===== config.mk =====
export PLATFORM = sky130hd
export DESIGN_NAME = max_min_fair_share_allocator_core
export DESIGN_NICKNAME = d
export VERILOG_FILES = /design/src/hw/rtl/mmfsa_pkg.sv /design/src/hw/rtl/mmfsa_ram.sv /design/src/hw/rtl/mmfsa_ctrl.sv /design/src/hw/rtl/mmfsa_datapath.sv /design/src/hw/rtl/max_min_fair_share_allocator_core.sv
export VERILOG_INCLUDE_DIRS = /design/src /design/src/hw/rtl
export SDC_FILE = /design/constraint.sdc
export NUM_CORES = 2
export LEC_CHECK = 0
export BUFFER_PORTS_ARGS = -buffer_cell sky130_fd_sc_hd__buf_4
export CAP_MARGIN = 20
export CELL_PAD_IN_SITES_DETAIL_PLACEMENT = 1
export CELL_PAD_IN_SITES_GLOBAL_PLACEMENT = 1
export CORE_ASPECT_RATIO = 0.5
export CORE_MARGIN = 8
export CORE_UTILIZATION = 49
export DETAILED_ROUTE_END_ITERATION = 7
export GPL_TIMING_DRIVEN = 0
export PLACE_DENSITY_LB_ADDON = 0.05
export SYNTH_ARGS = -nofsm -noshare
export SYNTH_HDL_FRONTEND = slang
export SYNTH_SLANG_ARGS = --single-unit

===== constraint.sdc =====
create_clock -name clock -period 4.3 [get_ports clock]
set_input_delay 0.645 -clock clock [delete_from_list [all_inputs] [get_ports clock]]
set_output_delay 0.645 -clock clock [all_outputs]
set_load 0.03 [all_outputs]

===== src/hw/rtl/assert_macros.svh =====
// assertion macros shared by the allocator rtl
// every macro samples on clock and is disabled while reset is high
`ifndef ASSERT_MACROS_SVH
`define ASSERT_MACROS_SVH

// property must hold at every edge
`define ASSERT_ALWAYS(label, expr, msg) \
   label: assert property (@(posedge clock) disable iff (reset) (expr)) else $error(msg);

// consequent must hold at the same edge as the antecedent
`define ASSERT_IMPLIES(label, ante, cons, msg) \
   label: assert property (@(posedge clock) disable iff (reset) (ante) |-> (cons)) \
      else $error(msg);

`endif


===== src/hw/rtl/mmfsa_pkg.sv =====
// types and constants of the max-min fair share allocator
// no dependencies; imported by mmfsa_ctrl, mmfsa_datapath and the top level core
`default_nettype none

package mmfsa_pkg;

   localparam int CAP_BITS          = 22;
   localparam int DEMAND_BITS       = 16;
   localparam int MAX_ITEMS_DEFAULT = 64;

   typedef struct packed {
      logic [DEMAND_BITS-1:0] demand;
      logic                   last_demand;
   } req_type;

   typedef struct packed {
      logic [DEMAND_BITS-1:0] allocation;
      logic                   last_allocation;
   } rsp_type;

   typedef enum logic [2:0] {
      ST_IDLE,
      ST_PREP,
      ST_CHECK,
      ST_SWEEP,
      ST_DRAIN,
      ST_DECIDE,
      ST_EMIT,
      ST_EMIT_DRAIN
   } state_type;

   typedef struct packed {
      logic load;
      logic prep;
      logic sweep_start;
      logic sweep_read;
      logic decide;
      logic finish;
      logic emit_start;
      logic emit_read;
      logic clear;
   } dp_cmd_type;

   typedef struct packed {
      logic full_next;
      logic share;
      logic search_open;
      logic last_issue;
      logic emit_last;
   } dp_status_type;

endpackage

`default_nettype wire


===== src/hw/rtl/mmfsa_ram.sv =====
// generic single write port, single read port ram with registered read data
// no dependencies
`default_nettype none

module mmfsa_ram #(
   parameter int WIDTH = 16,
   parameter int DEPTH = 64,
   parameter int ADDR_BITS = (DEPTH > 1) ? $clog2(DEPTH) : 1
) (
   input  wire logic                 clock,
   input  wire logic                 wr_en,
   input  wire logic [ADDR_BITS-1:0] wr_addr,
   input  wire logic [WIDTH-1:0]     wr_data,
   input  wire logic [ADDR_BITS-1:0] rd_addr,
   output logic      [WIDTH-1:0]     rd_data
);

   logic [WIDTH-1:0] mem_ff [DEPTH];
   logic [WIDTH-1:0] rd_data_ff;

   always_ff @(posedge clock) begin
      if (wr_en) begin
         mem_ff[wr_addr] <= wr_data;
      end
      rd_data_ff <= mem_ff[rd_addr];
   end

   assign rd_data = rd_data_ff;

endmodule

`default_nettype wire


===== src/hw/rtl/mmfsa_ctrl.sv =====
// sequencer of the allocator: load, level search passes, emit
// depends on mmfsa_pkg and assert_macros.svh
`default_nettype none
`include "assert_macros.svh"

module mmfsa_ctrl
   import mmfsa_pkg::*;
(
   input  wire logic          clock,
   input  wire logic          reset,
   input  wire logic          start,
   input  wire logic          req_last,
   input  dp_status_type      status,
   output dp_cmd_type         cmd,
   output logic               busy
);

   state_type state_ff, state_in;

   always_ff @(posedge clock) begin
      if (reset) begin
         state_ff <= ST_IDLE;
      end else begin
         state_ff <= state_in;
      end
   end

   always_comb begin
      state_in = state_ff;
      cmd      = '0;
      busy     = 1'b1;
      unique case (state_ff)
         ST_IDLE: begin
            busy = 1'b0;
            if (start) begin
               cmd.load = 1'b1;
               if (req_last || status.full_next) begin
                  state_in = ST_PREP;
               end
            end
         end
         ST_PREP: begin
            cmd.prep = 1'b1;
            state_in = ST_CHECK;
         end
         ST_CHECK: begin
            if (status.share && status.search_open) begin
               cmd.sweep_start = 1'b1;
               state_in        = ST_SWEEP;
            end else begin
               cmd.finish     = status.share;
               cmd.emit_start = 1'b1;
               state_in       = ST_EMIT;
            end
         end
         ST_SWEEP: begin
            cmd.sweep_read = 1'b1;
            if (status.last_issue) begin
               state_in = ST_DRAIN;
            end
         end
         ST_DRAIN: begin
            // last read data lands in the accumulator here
            state_in = ST_DECIDE;
         end
         ST_DECIDE: begin
            cmd.decide = 1'b1;
            state_in   = ST_CHECK;
         end
         ST_EMIT: begin
            cmd.emit_read = 1'b1;
            if (status.last_issue) begin
               state_in = ST_EMIT_DRAIN;
            end
         end
         ST_EMIT_DRAIN: begin
            cmd.clear = 1'b1;
            state_in  = ST_IDLE;
         end
         default: begin
            state_in = ST_IDLE;
         end
      endcase
   end

   // a batch only ends right after its marked final beat went out
   `ASSERT_IMPLIES(a_end_after_last, !$past(reset) && $fell(busy), $past(status.emit_last), "busy dropped without final beat")
   // emit and search reads are never issued together
   `ASSERT_ALWAYS(a_one_read_kind, !(cmd.sweep_read && cmd.emit_read), "two read kinds at once")

endmodule

`default_nettype wire


===== src/hw/rtl/mmfsa_datapath.sv =====
// datapath of the allocator: demand store, totals, level search, allocation
// depends on mmfsa_pkg, mmfsa_ram and assert_macros.svh
`default_nettype none
`include "assert_macros.svh"

module mmfsa_datapath
   import mmfsa_pkg::*;
#(
   parameter int MAX_ITEMS = MAX_ITEMS_DEFAULT
) (
   input  wire logic                clock,
   input  wire logic                reset,
   input  wire logic                csr_write_enable,
   input  wire logic [CAP_BITS-1:0] csr_write_data,
   input  req_type                  req_payload,
   input  dp_cmd_type               cmd,
   output dp_status_type            status,
   output logic                     rsp_strobe,
   output rsp_type                  rsp_payload
);

   localparam int CNT_BITS   = $clog2(MAX_ITEMS + 1);
   localparam int ADDR_BITS  = (MAX_ITEMS > 1) ? $clog2(MAX_ITEMS) : 1;
   localparam int SUM_BITS   = DEMAND_BITS + CNT_BITS;
   localparam int TOTAL_BITS = (SUM_BITS > CAP_BITS) ? SUM_BITS : CAP_BITS;

   logic [CAP_BITS-1:0]    capacity_ff;
   logic [CNT_BITS-1:0]    count_ff, count_in;
   logic [TOTAL_BITS-1:0]  total_ff, total_in;
   logic [DEMAND_BITS-1:0] max_ff, max_in;
   logic [DEMAND_BITS-1:0] lo_ff, lo_in, hi_ff, hi_in, mid_ff, mid_in;
   logic [TOTAL_BITS-1:0]  acc_ff, acc_in, sum_lo_ff, sum_lo_in;
   logic                   share_ff, share_in;
   logic [DEMAND_BITS-1:0] level_ff, level_in;
   logic [CAP_BITS-1:0]    leftover_ff, leftover_in;
   logic [CNT_BITS-1:0]    idx_ff, idx_in;
   logic [CNT_BITS-1:0]    above_ff, above_in;
   logic                   rd_pend_ff, emit_pend_ff, emit_last_ff;

   logic [DEMAND_BITS-1:0] rd_data;
   logic [DEMAND_BITS:0]   span;
   logic [DEMAND_BITS-1:0] clipped;
   logic [TOTAL_BITS-1:0]  cap_ext;
   logic                   last_issue;
   logic                   over_level;
   logic                   bonus;

   mmfsa_ram #(
      .WIDTH     (DEMAND_BITS),
      .DEPTH     (MAX_ITEMS),
      .ADDR_BITS (ADDR_BITS)
   ) u_store (
      .clock   (clock),
      .wr_en   (cmd.load),
      .wr_addr (count_ff[ADDR_BITS-1:0]),
      .wr_data (req_payload.demand),
      .rd_addr (idx_ff[ADDR_BITS-1:0]),
      .rd_data (rd_data)
   );

   assign cap_ext    = TOTAL_BITS'(capacity_ff);
   assign span       = {1'b0, hi_ff} - {1'b0, lo_ff} + (DEMAND_BITS+1)'(1);
   assign clipped    = (rd_data < mid_ff) ? rd_data : mid_ff;
   assign last_issue = (CNT_BITS'(idx_ff + CNT_BITS'(1)) == count_ff);
   assign over_level = share_ff && (rd_data > level_ff);
   assign bonus      = (CAP_BITS'(above_ff) < leftover_ff);

   always_comb begin
      count_in    = count_ff;
      total_in    = total_ff;
      max_in      = max_ff;
      lo_in       = lo_ff;
      hi_in       = hi_ff;
      mid_in      = mid_ff;
      acc_in      = acc_ff;
      sum_lo_in   = sum_lo_ff;
      share_in    = share_ff;
      level_in    = level_ff;
      leftover_in = leftover_ff;
      idx_in      = idx_ff;
      above_in    = above_ff;

      if (cmd.load) begin
         count_in = count_ff + CNT_BITS'(1);
         total_in = total_ff + TOTAL_BITS'(req_payload.demand);
         max_in   = (req_payload.demand > max_ff) ? req_payload.demand : max_ff;
      end
      if (cmd.prep) begin
         share_in  = (cap_ext < total_ff);
         lo_in     = '0;
         hi_in     = max_ff;
         sum_lo_in = '0;
      end
      if (cmd.sweep_start) begin
         // upper middle of [lo, hi]
         mid_in = lo_ff + DEMAND_BITS'(span >> 1);
         acc_in = '0;
         idx_in = '0;
      end
      if (cmd.sweep_read || cmd.emit_read) begin
         idx_in = idx_ff + CNT_BITS'(1);
      end
      if (rd_pend_ff) begin
         acc_in = acc_ff + TOTAL_BITS'(clipped);
      end
      if (cmd.decide) begin
         if (acc_ff <= cap_ext) begin
            lo_in     = mid_ff;
            sum_lo_in = acc_ff;
         end else begin
            hi_in = mid_ff - DEMAND_BITS'(1);
         end
      end
      if (cmd.finish) begin
         level_in    = lo_ff;
         leftover_in = CAP_BITS'(cap_ext - sum_lo_ff);
      end
      if (cmd.emit_start) begin
         idx_in   = '0;
         above_in = '0;
      end
      if (emit_pend_ff && over_level) begin
         above_in = above_ff + CNT_BITS'(1);
      end
      if (cmd.clear) begin
         count_in = '0;
         total_in = '0;
         max_in   = '0;
      end
   end

   always_ff @(posedge clock) begin
      if (reset) begin
         capacity_ff  <= '0;
         count_ff     <= '0;
         total_ff     <= '0;
         max_ff       <= '0;
         lo_ff        <= '0;
         hi_ff        <= '0;
         share_ff     <= 1'b0;
         level_ff     <= '0;
         leftover_ff  <= '0;
         rd_pend_ff   <= 1'b0;
         emit_pend_ff <= 1'b0;
         emit_last_ff <= 1'b0;
      end else begin
         if (csr_write_enable) begin
            capacity_ff <= csr_write_data;
         end
         count_ff     <= count_in;
         total_ff     <= total_in;
         max_ff       <= max_in;
         lo_ff        <= lo_in;
         hi_ff        <= hi_in;
         share_ff     <= share_in;
         level_ff     <= level_in;
         leftover_ff  <= leftover_in;
         rd_pend_ff   <= cmd.sweep_read;
         emit_pend_ff <= cmd.emit_read;
         emit_last_ff <= cmd.emit_read && last_issue;
      end
   end

   always_ff @(posedge clock) begin
      mid_ff    <= mid_in;
      acc_ff    <= acc_in;
      sum_lo_ff <= sum_lo_in;
      idx_ff    <= idx_in;
      above_ff  <= above_in;
   end

   assign status.full_next   = (count_ff == CNT_BITS'(MAX_ITEMS - 1));
   assign status.share       = share_ff;
   assign status.search_open = (lo_ff < hi_ff);
   assign status.last_issue  = last_issue;
   assign status.emit_last   = emit_pend_ff && emit_last_ff;

   // demands above the level get the level, the first leftover ones one more
   assign rsp_strobe                  = emit_pend_ff;
   assign rsp_payload.allocation      = over_level ? (level_ff + DEMAND_BITS'(bonus)) : rd_data;
   assign rsp_payload.last_allocation = emit_last_ff;

   `ASSERT_ALWAYS(a_bounds_ordered, lo_ff <= hi_ff, "search bounds crossed")
   `ASSERT_ALWAYS(a_no_mixed_reads, !(rd_pend_ff && emit_pend_ff), "search and emit data mixed")
   `ASSERT_IMPLIES(a_last_with_strobe, emit_last_ff, emit_pend_ff, "final mark without a beat")

endmodule

`default_nettype wire


===== src/hw/rtl/max_min_fair_share_allocator_core.sv =====
// top level of the max-min fair share allocator
// depends on mmfsa_pkg, mmfsa_ctrl, mmfsa_datapath
`default_nettype none

// Demands are loaded one per cycle while busy is low; a demand marked last, or
// the one that fills the MAX_ITEMS-entry store, closes the batch and raises busy.
// If capacity covers the batch sum the demands come back unchanged, otherwise a
// binary search finds the water level: one pass per step, each pass reading all
// n stored demands through the single read port of the store, with at most about
// log2 of the largest demand passes. After that the n allocations leave in
// arrival order, one per cycle, each on rsp_payload for a single cycle under
// rsp_strobe; the receiver cannot stall them. The user must write the capacity
// register through csr_ only while the block is idle; the block itself does not
// enforce this.
module max_min_fair_share_allocator_core
   import mmfsa_pkg::*;
#(
   parameter int MAX_ITEMS = MAX_ITEMS_DEFAULT
) (
   input  wire logic                clock,
   input  wire logic                reset,
   input  wire logic                start,
   output logic                     busy,
   input  req_type                  req_payload,
   output logic                     rsp_strobe,
   output rsp_type                  rsp_payload,
   input  wire logic                csr_write_enable,
   input  wire logic [CAP_BITS-1:0] csr_write_data
);

   dp_cmd_type    cmd;
   dp_status_type status;

   mmfsa_ctrl u_ctrl (
      .clock    (clock),
      .reset    (reset),
      .start    (start),
      .req_last (req_payload.last_demand),
      .status   (status),
      .cmd      (cmd),
      .busy     (busy)
   );

   mmfsa_datapath #(
      .MAX_ITEMS (MAX_ITEMS)
   ) u_datapath (
      .clock            (clock),
      .reset            (reset),
      .csr_write_enable (csr_write_enable),
      .csr_write_data   (csr_write_data),
      .req_payload      (req_payload),
      .cmd              (cmd),
      .status           (status),
      .rsp_strobe       (rsp_strobe),
      .rsp_payload      (rsp_payload)
   );

endmodule

`default_nettype wire

Word-level counts from Yosys, hierarchy flattened
Memories as Yosys holds them, arrays and structs flattened. A register that Yosys moved wholly into a read port is not among the register bits.
Cells that the tools add are included.
{"block": "op_classes", "n_mux": 37, "shifts": 0, "multipliers": 0, "magnitude_cmp": 7, "n_bitwise": 0, "n_addsub": 11, "reduce_logical": 14, "eq_ne": 13, "n_div": 0}
{"op": "two-way mux 16 bit", "count": 8}
{"op": "two-way mux 23 bit", "count": 5}
{"op": "adder 23 x 16 -> 23 bit", "count": 2}
{"op": "greater-than comparator 16 bit", "count": 2}
{"op": "< comparator 16 bit", "count": 2}
{"op": "two-way mux 7 bit", "count": 4}
{"op": "<= comparator 23 x 22 -> 1 bit", "count": 1}
{"op": "< comparator 22 x 23 -> 1 bit", "count": 1}
{"op": "< comparator 7 x 22 -> 1 bit", "count": 1}
{"op": "subtractor 22 bit", "count": 1}
{"op": "adder 7 x 1 -> 7 bit, second input constant", "count": 3}
{"op": "one-hot mux 3 bit (7 select lines)", "count": 1}
{"op": "adder 17 x 1 -> 17 bit, second input constant", "count": 1}
{"op": "subtractor 16 x 16 -> 17 bit", "count": 1}
{"op": "adder 16 x 1 -> 16 bit", "count": 1}
{"op": "adder 16 bit", "count": 1}
{"op": "subtractor 16 x 1 -> 16 bit, second input constant", "count": 1}
{"op": "two-way mux 3 bit", "count": 5}
{"op": "== test 3 bit, second input constant", "count": 4}
{"op": "two-way mux 1 bit", "count": 12}
{"op": "== test 7 x 6 -> 1 bit, second input constant", "count": 1}
{"op": "== test 7 bit", "count": 1}
{"op": "== test 3 x 2 -> 1 bit, second input constant", "count": 2}
{"op": "inequality test 2 x 1 -> 1 bit, second input constant", "count": 3}
{"op": "10 further kinds", "count": 18}
{"block": "word_totals", "reg_bits": 221, "romBits": 0, "memories": 1, "ram_bits": 1024, "latch_bits": 0, "output_inout_bits": 19, "inputBits": 43}
{"name": "u_datapath.u_store.mem_ff", "words": 64, "word_bits": 16, "rd": 1, "rd_clocked_by_memory_dff": 1, "wr": 1, "line": "mmfsa_ram.sv:18", "rtl": "logic [WIDTH-1:0] mem_ff [DEPTH];"}

Depth between registers and ports, before layout
{"block": "depth", "word_depth": 6, "ltp_mapped": 21, "mapped_depth_nobuf": 21}

Cells and area by module
A second synthesis with hierarchy kept.
{"block": "hier_totals", "cells_unflattened": 3697, "area_unflattened_um2": 56436.6}
{"module": "mmfsa_ram", "area_each_um2": 40042.2, "seq_area_each_um2": 31069.8, "cells_each": 1829, "instances": 1}
{"module": "mmfsa_datapath", "area_each_um2": 16034.1, "seq_area_each_um2": 4804.6, "cells_each": 1826, "instances": 1}
{"module": "mmfsa_ctrl", "area_each_um2": 360.3, "seq_area_each_um2": 60.1, "cells_each": 42, "instances": 1}

Worst setup path after synthesis
Ideal clock, no wire load.
{"block": "synth_timing", "path_type": "register to register", "from": "register u_datapath.mid_ff[9]", "to": "register u_datapath.acc_ff[22], data pin", "path_slack_ns": -0.109, "stages_incl_launch_ff": 19, "setup_time_ns": 0.255, "arrival_time_ns": 4.154, "cell_sequence": "edfxtp_1 inv_1 ha_1 a21o_1 a21o_1 a21oi_1 o211ai_1 a41oi_1 buf_2 mux2_2 ha_1 a21o_1 a21oi_1 o21ai_0 a31oi_1 o31ai_1 nand4_1 xnor2_1 and2_1"}
{"block": "synth_between", "elab_chain_cells": 4}
{"element": "from (decl)", "line": "mmfsa_datapath.sv:31", "rtl": "logic [DEMAND_BITS-1:0] lo_ff, lo_in, hi_ff, hi_in, mid_ff, mid_in;"}
{"element": "from (signal assigned)", "line": "mmfsa_datapath.sv:165", "rtl": "mid_ff <= mid_in;"}
{"element": "< comparator 16 bit", "line": "mmfsa_datapath.sv:63", "rtl": "assign clipped = (rd_data < mid_ff) ? rd_data : mid_ff;"}
{"element": "two-way mux 16 bit *", "line": "mmfsa_datapath.sv:63"}
{"element": "adder 23 x 16 -> 23 bit *", "line": "mmfsa_datapath.sv:104", "rtl": "acc_in = acc_ff + TOTAL_BITS'(clipped);"}
{"element": "two-way mux 23 bit *", "line": "mmfsa_datapath.sv:103", "rtl": "if (rd_pend_ff) begin"}
{"element": "to (signal assigned)", "line": "mmfsa_datapath.sv:166", "rtl": "acc_ff <= acc_in;"}
{"element": "to (decl)", "line": "mmfsa_datapath.sv:32", "rtl": "logic [TOTAL_BITS-1:0] acc_ff, acc_in, sum_lo_ff, sum_lo_in;"}
Mark *: on every way between the ends. The rest lies on a longest branch, timed or not.
A chain may end at the register's enable or synchronous reset.

==> flow_metrics.env <==
export IMPL_die_area_um2=125000
export IMPL_clock_skew_ns=0.0457
export IMPL_multiInputGateArea_um2=19000
export IMPL_regArea_um2=35900
export IMPL_viasPerCell=6.08
export IMPL_avgRoutedWirePerCell_um=29.6
export IMPL_peakVddDrop_mv=0.357
export IMPL_maxSlewHeadroom_pct=17.7
export IMPL_place_ws_ns=-0.843
export IMPL_cts_clk_slew_worst_paths_ns=0.07
export IMPL_hold_violations=0
export IMPL_crit_path_end_kind="primary output"
export IMPL_grt_max_degree=68
export IMPL_drt_total_wl_um=160000
export IMPL_finalCritPeriodShare_pct=105
export IMPL_path_cells="ha_1 -> a21o_1 -> a21o_1 -> a21o_1 -> a21o_1 -> a21oi_2 -> nor2b_1 -> o2111ai_2 -> ha_4 -> nand4_1 -> nor2_2 -> nand3_2 -> xnor2_1 -> mux2_4 -> buf_6"
export IMPL_max_cap_violations=0
export IMPL_fin_nets=4069
export IMPL_worstSetupPathType="reg2out"
export IMPL_cp_max_fo=4
export IMPL_critPathBufInv=1
export IMPL_rsz0062_at_grt="yes"
export IMPL_synth_distinct_cells=67
export IMPL_violations="setup timing"
export IMPL_synthesis_area_um2=55600
export IMPL_syn_to_final_growth_pct=14.9
export IMPL_r2r_end="u_datapath.acc_ff[22]"
export IMPL_layout_drive_gt1_share_pct=23.1
export IMPL_worstPathArrival_ns=3.86
export IMPL_r2r_setup_slack_ns=0.03
export IMPL_stdcell_area_um2=63900
export IMPL_ant_nets=0
export IMPL_syn_inst=3521
export IMPL_drv_slew=0
export IMPL_timing_rr_start="u_datapath.mid_ff[6]"
export IMPL_hold_depth=3
export IMPL_grt_pass1_vias=33900
export IMPL_io_pins=62
export IMPL_outcome="complete, but fails checks"
export IMPL_grt_pass1_wl_um=232000
export IMPL_fmax_ghz=0.222
export IMPL_min_path_type="in2reg"
export IMPL_cts_made_buffers=110
export IMPL_cts_tree="built"
export IMPL_finalSetupViolations=13
export IMPL_worstMarginPinSlew_ns=1.23
export IMPL_place_area_um2=59200
export IMPL_port_buffers=59
export IMPL_slowest_stage="edfxtp_1"
export IMPL_globalplace_congestion=0.858
export IMPL_synthArstFlopShare_pct=0
export IMPL_crit_path_start_kind="flip-flop"
export IMPL_gr_total_overflow=0
export IMPL_layout_commonest_cell="edfxtp_1"
export IMPL_cpLargestDelayFamily="compound AO/OA/AOI/OAI gates"
export IMPL_coreArea_um2=113000
export IMPL_synth_edf_count=1070
export IMPL_synthesis_nets=3789
export IMPL_synth_seq_cells=1260
export IMPL_met2_usage_pct=41.3
export IMPL_holdPathEnd="u_datapath.capacity_ff[14]"
export IMPL_nFillCells=10400
export IMPL_grt_busiest_layer="met2"
export IMPL_p_leak_nw=21.2
export IMPL_drt_initial_drc_count=3424
export IMPL_cts_buffer_depth=3
export IMPL_dieHeight_um=254
export IMPL_synthFlopType="edfxtp_1"
export IMPL_required_ns=3.65
export IMPL_p_per_area_nw_per_um2=561
export IMPL_period_needed_ns=4.50
export IMPL_cts_sinks=1260
export IMPL_hpwlAfterDp_um=110000
export IMPL_drc=0
export IMPL_clkLatencyLatePin_ns=0.75
export IMPL_worst_r2r_path_depth=18
export IMPL_yosys_warnings=0
export IMPL_start_util_pct=49.4
export IMPL_first_pass_iters=6
export IMPL_ys_seq_area_share_pct=64.6
export IMPL_dpl_cell_count=5160
export IMPL_rows=87
export IMPL_slowest_delay_ns=0.42
export IMPL_htreeDepth=3
export IMPL_syn_mean_instance_area_um2=15.8
export IMPL_grtUsageMet1_pct=36.3
export IMPL_layout_setup_ws_ns=-0.202
export IMPL_final_cell_mix="edfxtp_1 (1,070), mux4_2 (323), ha_1 (201), nor2_1 (186), dfxtp_1 (186)"
export IMPL_cts_root_buf="clkbuf_16"
export IMPL_grt_total_usage_pct=25.3
export IMPL_chipWidth_um=492
export IMPL_cp_common_cell="a21o_1"
export IMPL_hp_start="csr_write_data[14]"
export IMPL_finalNonFillerCells=5412
export IMPL_vias=32900
export IMPL_antenna_found_initial=13
export IMPL_grtUsageMet3_pct=4.37
-- layout make-up --
type | count | area share, %
buffer | 167 | 1.17
timing repair buffer | 169 | 3.02
inverter | 175 | 1.03
clock inverter | 72 | 1.25
antenna | 2 | 0.00783
clock buffer | 136 | 4.64
multi-input combinational | 1918 | 29.7
tap | 1513 | 2.96
sequential | 1260 | 56.2
-- logic make-up (layout without fill, tap and decap cells) --
group,after synthesis,after routing,synth area share (%)
compound gates,503,503,5.74
xor+xnor,124,124,1.95
fa+ha+maj,225,225,5.13
buf+inv,343,719,2.51
flops,1260,1260,64.6
mux,401,401,14.6
other cells,0,2,0
simple gates,665,665,5.51
-- worst max-delay path by stage --
stage	startpoint	end	slack (ns)	cells after the start
after global placement	u_datapath.hi_ff[2]	u_datapath.acc_ff[16]	-1.63	8
after global routing	u_datapath.above_ff[1]	rsp_payload[16]	-0.40	15
after CTS	u_datapath.above_ff[1]	rsp_payload[16]	-0.33	15
after floorplan	u_datapath.mid_ff[9]	u_datapath.acc_ff[22]	0.04	18
after detailed placement	u_datapath.mid_ff[1]	u_datapath.acc_ff[22]	-0.84	19
final	u_datapath.above_ff[1]	rsp_payload[16]	-0.20	15
-- worst register-to-register path, stage by stage, from the launching register on --
cell      delay (ns)
edfxtp_1        0.69
inv_1           0.14
ha_1            0.21
a21o_1          0.15
a21oi_1         0.14
o211ai_1        0.12
a41oi_2         0.25
buf_6           0.19
mux2_2          0.38
ha_4            0.30
a21o_1          0.16
a21oi_4         0.09
o21ai_4         0.20
a31oi_4         0.12
buf_6           0.14
o31ai_4         0.31
nand4_1         0.15
xnor2_1         0.15
and2_1          0.15
-- repair_timing --
item | in CTS | in global routing
pin swaps | 32 | 38
hold buffers | 0 | 0
setup buffers | 20 | 23
resized for setup | 82 | 56
setup endpoints to repair | 34 | 30
-- stage by stage --
stage / setup TNS (ns) / total power, mW / hold slack [ns] / util (%)
floorplan: 0 / 21.2 / 0.435 / -
global placement: -60.73 / 24.7 / 0.448 / 51.4
detailed placement: -7.53 / 24.9 / 0.457 / 52.6
CTS: -2.99 / 35.7 / 0.0966 / 56.3
global route: -5.03 / 37.3 / 0.138 / 56.7
finish: -1.49 / 35.9 / 0.149 / 56.7
-- layer usage --
metal / share of wire, % / wire, µm
met1: 44 / 70500
met2: 47 / 74900
met3: 7.2 / 11500
met4: 2.1 / 3360
met5: 0.0044 / 7
-- registers in the layout, indices dropped and copies added (netlist names), 7 cells and up --
register,flops
u_datapath.sum_lo_ff,22
u_datapath.max_ff,16
u_datapath.above_ff,7
u_datapath.u_store.rd_data,16
u_datapath.total_ff,23
u_datapath.level_ff,16
u_datapath.count_ff,7
u_datapath.mid_ff,16
u_datapath.hi_ff,16
u_datapath.idx_ff,7
u_datapath.u_store.mem_ff,1024
u_datapath.acc_ff,23
u_datapath.leftover_ff,22
u_datapath.capacity_ff,22
u_datapath.lo_ff,16
-- synth_stat cells, drive strengths merged (27+ instances only) --
| library cell | number | share of area (%) |
|---|---|---|
| edfxtp | 1070 | 58 |
| mux4 | 323 | 13 |
| nor2 | 254 | 1.7 |
| ha | 220 | 4.9 |
| dfxtp | 190 | 6.8 |
| inv | 175 | 1.2 |
| a21oi | 163 | 1.5 |
| nand2 | 152 | 1.0 |
| clkbuf | 100 | 0.67 |
| xnor2 | 93 | 1.5 |
| o21ai | 92 | 0.83 |
| a21o | 70 | 0.94 |
| buf | 68 | 0.65 |
| nand3 | 62 | 0.56 |
| a211oi | 47 | 0.63 |
| mux2i | 46 | 0.83 |
| nor3 | 36 | 0.32 |
| nand4 | 33 | 0.37 |
| mux2 | 32 | 0.65 |
| nor2b | 32 | 0.36 |
| xor2 | 31 | 0.49 |
| o211ai | 27 | 0.36 |
-- where the power goes --
part / switching, mW / internal, mW
Clock: 4.70 / 5.77
Sequential: 0.426 / 13.7
Combinational: 6.39 / 4.92
Note: power is estimated with default switching activity, not from simulation.
